`config.mk`:
```
export PLATFORM = sky130hd
export DESIGN_NAME = cursor_pixel_converter_core
export DESIGN_NICKNAME = d
export VERILOG_FILES = /design/src/design/cpc_pkg.sv /design/src/design/cursor_pixel_converter_core.sv /design/src/design/cpc_mul_stage.sv /design/src/design/cpc_div_stage.sv
export SDC_FILE = /design/constraint.sdc
export NUM_CORES = 1
export LEC_CHECK = 0
export BUFFER_PORTS_ARGS = -buffer_cell sky130_fd_sc_hd__buf_2
export CAP_MARGIN = 20
export CORE_MARGIN = 3
export CORE_UTILIZATION = 56
export DETAILED_ROUTE_END_ITERATION = 8
export GPL_ROUTABILITY_DRIVEN = 0
export PLACE_DENSITY = 0.85
export SYNTH_ARGS = -nofsm -noshare
export SYNTH_HDL_FRONTEND = slang
export SYNTH_SLANG_ARGS = --single-unit
```
`constraint.sdc`:
```
create_clock -name clk_i -period 3.9 [get_ports clk_i]
set_clock_uncertainty 0.2 [all_clocks]
set_input_delay 0.585 -clock clk_i [delete_from_list [all_inputs] [get_ports clk_i]]
set_output_delay 0.585 -clock clk_i [all_outputs]
set_load 0.01 [all_outputs]
```
`src/design/cpc_pkg.sv`:
```
`default_nettype none

package cpc_pkg;

  localparam int unsigned PixelWidth   = 32;
  localparam int unsigned ChanWidth    = 8;
  localparam int unsigned ProdWidth    = 2 * ChanWidth;
  localparam int unsigned NumChans     = 3;
  localparam int unsigned ModeWidth    = 2;

  localparam logic [ModeWidth-1:0] MODE_ALPHA  = 2'd0;
  localparam logic [ModeWidth-1:0] MODE_MASKED = 2'd1;

  localparam logic [PixelWidth-1:0] ALPHA_MASK   = 32'hFF00_0000;
  localparam logic [PixelWidth-1:0] COLOR_MASK   = 32'h00FF_FFFF;
  localparam logic [PixelWidth-1:0] OPAQUE_WHITE = 32'hFFFF_FFFF;
  localparam logic [PixelWidth-1:0] OPAQUE_BLACK = 32'hFF00_0000;
  localparam logic [PixelWidth-1:0] TRANSPARENT  = 32'h0000_0000;
  localparam logic [ChanWidth-1:0]  FULL_SCALE   = 8'hFF;

  // Entry stage: either a finished pixel, or a pixel whose colour channels still
  // need scaling by alpha.
  typedef struct packed {
    logic                  valid;
    logic                  scale;
    logic [PixelWidth-1:0] pix;
  } entry_t;

  // After the multipliers: products of each colour channel with alpha.
  typedef struct packed {
    logic                                valid;
    logic                                scale;
    logic [ChanWidth-1:0]                alpha;
    logic [NumChans-1:0][ProdWidth-1:0]  prod;
    logic [PixelWidth-1:0]               pix;
  } prod_t;

  // floor(p / 255) for p up to 255*255, without a divider.
  function automatic logic [ChanWidth-1:0] div255(input logic [ProdWidth-1:0] p);
    logic [ProdWidth:0] s;
    s = {1'b0, p} + {{ProdWidth{1'b0}}, 1'b1}
        + {{(ChanWidth+1){1'b0}}, p[ProdWidth-1:ChanWidth]};
    return s[ProdWidth-1:ChanWidth];
  endfunction

endpackage

`default_nettype wire

```
`src/design/cursor_pixel_converter_core.sv`:
```
`default_nettype none
// Channel    Direction  Signals                                    Handshake
// request    in         color_pixel_i, and_bit_i, xor_bit_i        start_i while busy_o is low
// result     out        pixel_out_o                                done_o, one cycle
// config     in         cfg_wdata_i (pixel_mode)                   cfg_we_i
//
// A pixel request is taken on every clock edge at which start_i is high; busy_o
// is held low because the pipeline never fills up. Each result passes through
// the entry, multiplier and divide-by-255 register stages, and results come
// out one per cycle at full rate. The receiver cannot stall, so nothing is held
// back. Reset clears the valid bits and sets the mode to alpha.

module cursor_pixel_converter_core (
  input  wire logic                                clk_i,
  input  wire logic                                rst_ni,
  input  wire logic                                start_i,
  output logic                                     busy_o,
  input  wire logic [cpc_pkg::PixelWidth-1:0]      color_pixel_i,
  input  wire logic                                and_bit_i,
  input  wire logic                                xor_bit_i,
  input  wire logic                                cfg_we_i,
  input  wire logic [cpc_pkg::ModeWidth-1:0]       cfg_wdata_i,
  output logic                                     done_o,
  output logic [cpc_pkg::PixelWidth-1:0]           pixel_out_o
);
  import cpc_pkg::*;

  logic [ModeWidth-1:0]  mode_q;
  logic                  valid_q;
  logic                  scale_q;
  logic                  scale_d;
  logic [PixelWidth-1:0] pix_q;
  logic [PixelWidth-1:0] pix_d;
  entry_t                entry;
  prod_t                 prod;

  // The mode register must be rewritten only while the pipeline is empty; nothing checks it.
  always_ff @(posedge clk_i or negedge rst_ni) begin
    if (!rst_ni) begin
      mode_q <= MODE_ALPHA;
    end else if (cfg_we_i) begin
      mode_q <= cfg_wdata_i;
    end
  end

  // Every case except a partial alpha is settled here, so the later stages only
  // scale or pass the pixel through.
  always_comb begin
    scale_d = 1'b0;
    pix_d   = color_pixel_i;
    case (mode_q)
      MODE_ALPHA: begin
        if (color_pixel_i[PixelWidth-1 -: ChanWidth] == FULL_SCALE) begin
          pix_d = color_pixel_i;
        end else if (color_pixel_i[PixelWidth-1 -: ChanWidth] == '0) begin
          pix_d = TRANSPARENT;
        end else begin
          scale_d = 1'b1;
        end
      end
      MODE_MASKED: begin
        pix_d = and_bit_i ? TRANSPARENT : ((color_pixel_i & COLOR_MASK) | ALPHA_MASK);
      end
      default: begin
        // Monochrome; the unassigned code behaves the same way.
        if (xor_bit_i) begin
          pix_d = OPAQUE_WHITE;
        end else if (and_bit_i) begin
          pix_d = TRANSPARENT;
        end else begin
          pix_d = OPAQUE_BLACK;
        end
      end
    endcase
  end

  always_ff @(posedge clk_i or negedge rst_ni) begin
    if (!rst_ni) begin
      valid_q <= 1'b0;
    end else begin
      valid_q <= start_i;
    end
  end

  always_ff @(posedge clk_i) begin
    scale_q <= scale_d;
    pix_q   <= pix_d;
  end

  assign entry.valid = valid_q;
  assign entry.scale = scale_q;
  assign entry.pix   = pix_q;

  cpc_mul_stage u_mul (
    .clk_i   (clk_i),
    .rst_ni  (rst_ni),
    .entry_i (entry),
    .prod_o  (prod)
  );

  cpc_div_stage u_div (
    .clk_i   (clk_i),
    .rst_ni  (rst_ni),
    .prod_i  (prod),
    .valid_o (done_o),
    .pixel_o (pixel_out_o)
  );

  assign busy_o = 1'b0;

endmodule

`default_nettype wire

```
`src/design/cpc_mul_stage.sv`:
```
`default_nettype none

module cpc_mul_stage (
  input  wire logic            clk_i,
  input  wire logic            rst_ni,
  input  wire cpc_pkg::entry_t entry_i,
  output cpc_pkg::prod_t       prod_o
);
  import cpc_pkg::*;

  logic                               valid_q;
  logic                               scale_q;
  logic [ChanWidth-1:0]               alpha_q;
  logic [NumChans-1:0][ProdWidth-1:0] prod_q;
  logic [NumChans-1:0][ProdWidth-1:0] prod_d;
  logic [PixelWidth-1:0]              pix_q;

  always_comb begin
    for (int c = 0; c < NumChans; c++) begin
      prod_d[c] = ProdWidth'(entry_i.pix[c*ChanWidth +: ChanWidth])
                  * ProdWidth'(entry_i.pix[PixelWidth-1 -: ChanWidth]);
    end
  end

  always_ff @(posedge clk_i or negedge rst_ni) begin
    if (!rst_ni) begin
      valid_q <= 1'b0;
    end else begin
      valid_q <= entry_i.valid;
    end
  end

  always_ff @(posedge clk_i) begin
    scale_q <= entry_i.scale;
    alpha_q <= entry_i.pix[PixelWidth-1 -: ChanWidth];
    prod_q  <= prod_d;
    pix_q   <= entry_i.pix;
  end

  assign prod_o.valid = valid_q;
  assign prod_o.scale = scale_q;
  assign prod_o.alpha = alpha_q;
  assign prod_o.prod  = prod_q;
  assign prod_o.pix   = pix_q;

endmodule

`default_nettype wire

```
`src/design/cpc_div_stage.sv`:
```
`default_nettype none

module cpc_div_stage (
  input  wire logic                        clk_i,
  input  wire logic                        rst_ni,
  input  wire cpc_pkg::prod_t              prod_i,
  output logic                             valid_o,
  output logic [cpc_pkg::PixelWidth-1:0]   pixel_o
);
  import cpc_pkg::*;

  logic                  valid_q;
  logic [PixelWidth-1:0] pixel_q;
  logic [PixelWidth-1:0] pixel_d;

  always_comb begin
    if (prod_i.scale) begin
      pixel_d = {prod_i.alpha, div255(prod_i.prod[2]), div255(prod_i.prod[1]),
                 div255(prod_i.prod[0])};
    end else begin
      pixel_d = prod_i.pix;
    end
  end

  always_ff @(posedge clk_i or negedge rst_ni) begin
    if (!rst_ni) begin
      valid_q <= 1'b0;
    end else begin
      valid_q <= prod_i.valid;
    end
  end

  always_ff @(posedge clk_i) begin
    pixel_q <= pixel_d;
  end

  assign valid_o = valid_q;
  assign pixel_o = pixel_q;

endmodule

`default_nettype wire

```
Yosys cells after proc, flatten, opt, wreduce, memory -nomap -nowiden
Cells that the tools add are included.
{"block": "word_totals", "regBits": 159, "in_bits": 40, "output_inout_bits": 34, "elab_cells": 36}
{"block": "classes", "n_addsub": 6, "n_mul": 3, "n_eq_ne": 2, "mux": 8, "n_bitwise": 1, "n_reduce_logical": 3}
{"op": "2-to-1 mux 32 bit", "n": 6}
{"op": "case mux 32 bit (2 select lines)", "n": 1}
{"op": "adder 16 x 1 -> 16 bit (second input constant)", "n": 3}
{"op": "adder 16 x 8 -> 16 bit", "n": 3}
{"op": "multiplier 8 x 8 -> 16 bit", "n": 3}
{"op": "equality test 8 bit (second input constant)", "n": 1}
{"op": "logical NOT 8 bit", "n": 1}
{"op": "equality test 2 x 1 -> 1 bit (second input constant)", "n": 1}
{"op": "logical NOT 2 bit", "n": 1}
{"op": "OR reduction 2 bit", "n": 1}
{"op": "2-to-1 mux 1 bit", "n": 1}
{"op": "NOT 1 bit", "n": 1}

Longest topological paths before layout
{"block": "logic_depth", "ltp_word": 4, "ltp_mapped": 16}

By module
A second synthesis with hierarchy kept.
{"block": "hier_totals", "hier_cells": 1173, "hier_area_um2": 11258.3}
{"mod": "cpc_mul_stage", "n_inst": 1, "cells_per_inst": 825, "area_each_um2": 7995.2, "seq_area_each_um2": 1646.6}
{"mod": "cpc_div_stage", "n_inst": 1, "cells_per_inst": 229, "area_each_um2": 2021.9, "seq_area_each_um2": 665.6}
{"mod": "cursor_pixel_converter_core", "n_inst": 1, "cells_per_inst": 119, "area_each_um2": 1241.2, "seq_area_each_um2": 735.7}

Worst setup path before layout
Ideal clock, no wire load.
{"block": "synth_path", "kind": "reg-to-reg", "start": "register pix_q[26]", "end": "register u_mul.prod_q (netlist bit u_mul.prod_o[60])", "setup_time_ns": 0.079, "arrival_time_ns": 4.059, "t_required_ns": 3.621, "path_slack_ns": -0.438, "stages_incl_launch_ff": 16, "cell_sequence": "dfxtp_1 clkbuf_1 nand2_1 fa_1 fa_1 inv_1 fa_1 inv_1 fa_1 inv_1 ha_1 o21ai_1 nand2b_1 a31oi_2 or4b_1 o211ai_1"}
{"item": "start, declared", "line": "cursor_pixel_converter_core.sv:32", "source": "logic [PixelWidth-1:0] pix_q;"}
{"item": "start signal, assigned", "line": "cursor_pixel_converter_core.sv:87", "source": "pix_q <= pix_d;"}
{"item": "end signal, assigned", "line": "cpc_mul_stage.sv:36", "source": "prod_q <= prod_d;"}
{"item": "end, declared", "line": "cpc_mul_stage.sv:14", "source": "logic [NumChans-1:0][ProdWidth-1:0] prod_q;"}

==> impl_metrics.json <==
{
  "status": "complete, but fails checks",
  "violations": "negative setup slack",
  "syn_area_um2": 11200,
  "fin_crit_sh": 1.13,
  "grt_setup_unrepaired": "yes",
  "period_needed_ps": 4420,
  "core-area_um2": 19500,
  "clk_pin_slew_ps": 70,
  "cp_max_fo": 6,
  "dr.pass1.iters": 5,
  "worstMarginPinSlew_ps": 711,
  "placed_cells": 1617,
  "die_area_um2": 21700,
  "combinationalPowerShare": 0.731,
  "final_layout_size_suffix_gt1_frac": 0.287,
  "fill_cells": 1158,
  "via_per_inst": 5.96,
  "setup_viol_count_final": 25,
  "setup_slack_ps": -523,
  "cts-root-buf": "clkbuf_16",
  "synth_top_area_share": 0.261,
  "r2r_slack_ps": -520,
  "final_antenna_net_count": 0,
  "yosys-top-cells-area": "dfxtp_1 26%, fa_1 19%, ha_1 14%, and2_1 9.2%, inv_1 5.3%",
  "synth_cell_types": 57,
  "start_util": 0.573,
  "wire_per_inst_um": 20.9,
  "synth-seq-area-share": 0.272,
  "ys_ff_latch": 151,
  "fin_nets": 1676,
  "clock_path_buffers": 2,
  "die_x_um": 147,
  "cts_tree": "built",
  "avgSynthCellArea_um2": 9.37,
  "final_util": 0.731,
  "synth_flop_cell": "dfxtp_1",
  "track_usage": 0.287,
  "max_freq_mhz": 226,
  "overflow": 0,
  "die_h_um": 147,
  "via_count": 9991,
  "antenna_found_initial": 0,
  "grt_max_degree": 45,
  "cts_sinks": 151,
  "worstSetupPathType": "flop to flop",
  "grt_pass1_vias": 10100,
  "cts_inserted_buffers": 17,
  "synth_top_area_cell": "dfxtp_1",
  "fin_cells": 1677,
  "synthArstFlopShare": 0.0331,
  "layout_common_cells": "151 x and2_1, 140 x inv_1, 133 x dfxtp_1",
  "area_growth_pct": 27.5,
  "power_density_nw_per_um2": 1060,
  "drc_errors": 0,
  "rows": 51,
  "port_buffers": 72,
  "finalHoldViolCount": 0,
  "netSwitchingPower_mw": 6.87,
  "drv_slew": 0,
  "place_hpwl_um": 19400,
  "crit_path_end_kind": "flop",
  "layout_commonest_cell": "and2_1",
  "p_clk_frac": 0.111,
  "worstPathArrival_ps": 4600,
  "yosysWarnings": 0,
  "p_int_mw": 8.25,
  "hold_path.class": "primary input to flop",
  "max-slew-margin-rel": 0.525,
  "clk_latency_ps": 450,
  "seqCellArea_um2": 3070,
  "mappedNetlistNets": 1471,
  "htree_num_levels": 4,
  "multi_input_area_um2": 8040,
  "peakVddDrop_uv": 685,
  "pwr-share-seq": 0.159,
  "required_ps": 4080,
  "p_sw_frac": 0.454,
  "drt_iter0_markers": 1054,
  "grt_pass1_wl_um": 50000,
  "ios": 74,
  "synth_edf_count": 0,
  "antenna_cells": 0,
  "cp-start-kind": "flop",
  "p_leak_nw": 6.99,
  "wirelength_um": 35100,
  "cap_violations": 0,
  "synth_cells": 1194
}
## flip-flops by register name (all words and copies together), names as in the netlist
register,flops
mode_q,2
u_mul.valid_q,1
u_mul.prod_o,48
scale_q,1
pix_q,32
u_mul.alpha_q,1
u_mul.scale_q,1
u_div.pixel_o,32
u_div.valid_o,1
valid_q,1
u_mul.pix_q,31
## worst max-delay path: stages (launching register included)
cell and delay [ps]:
dfxtp_4 390, buf_4 150, buf_4 130, and2_1 150, fa_1 460, fa_1 470
ha_1 300, inv_1 60, fa_1 500, inv_1 90, ha_4 200, a211oi_2 300
o21ai_1 170, a31o_4 260, or4_1 410, nand3_1 100
## what timing repair did
item,in CTS,in global routing
setup buffers,18,10
endpoints found under the hold margin,5,0
hold buffers,1,0
gates resized for setup,84,83
pin swaps,36,29
setup endpoints to repair,20,25
## worst paths after layout
path                       startpoint          endpoint  cells past startpoint
max in group asynchronous      rst_ni     u_mul.valid_q                      2
setup reg to reg            pix_q[26]  u_mul.prod_o[44]                     15
hold reg to reg               scale_q     u_mul.scale_q                      0
hold / removal                start_i           valid_q                      1
setup / recovery            pix_q[26]  u_mul.prod_o[44]                     15
min in group asynchronous      rst_ni           valid_q                      2
## cells in the mapped netlist (12+ instances only)
cell type	instances
a21o_1	18
dfxtp_1	146
ha_1	129
clkbuf_1	36
fa_1	108
nor3_1	19
nand3_1	14
inv_1	157
and2_1	164
o21ai_0	30
xnor2_1	21
o211ai_1	17
and3_1	12
a21oi_1	31
xor2_1	16
nor2_1	45
nand2_1	108
## area by class of cell
| type | instances | share of cell area |
|---|---|---|
| clock buffer | 18 | 0.0308 |
| timing repair buffer | 226 | 0.116 |
| tap | 265 | 0.0232 |
| inverter | 157 | 0.0413 |
| clock inverter | 14 | 0.00991 |
| multi-input combinational | 846 | 0.563 |
| sequential | 151 | 0.215 |
## per-layer routing
metal | routed length, um | up-vias | share of wire | track usage
met2 | 17000 | 720 | 0.48 | 0.495
met1 | 12800 | 4751 | 0.36 | 0.355
met3 | 3170 | 213 | 0.090 | 0.0537
met5 | 0 | - | 0 | 0
met4 | 2190 | 0 | 0.062 | 0.118
li1 | - | 4307 | - | -
## metrics by stage
stage / power (mW) / cell area, um2 / setup TNS [ps] / worst slack, ps / hold WS, ps
final: 15.1 / 14300 / -6480 / -523 / 54.0
after global routing: 16.0 / 14300 / -8270 / -596 / 47.0
after CTS: 13.3 / 13900 / -2110 / -236 / 51.0
after detailed placement: 10.5 / 12800 / -3610 / -336 / 112
after global placement: 10.1 / 12800 / -2190 / -222 / 111
after floorplan: 7.79 / 11400 / -603 / -139 / 89.4
## cells by family after synthesis
group,count (synthesis),synth area share
simple gates,409,0.193
fa+ha+maj,237,0.337
buf+inv,197,0.0666
compound gates,155,0.0945
flops,151,0.272
xor+xnor,37,0.0290
mux,7,0.00682
other cells,1,0.000335
## power groups by stage
stage | Combinational (mW) | Clock (mW) | Sequential, mW
CTS | 9.34 | 1.64 | 2.37
finish | 11.0 | 1.67 | 2.40
floorplan | 5.46 | 0 | 2.33
detailed placement | 8.15 | 0 | 2.39
global placement | 7.77 | 0 | 2.38
global route | 11.8 | 1.73 | 2.43
Power figures use the tool's default switching activity.
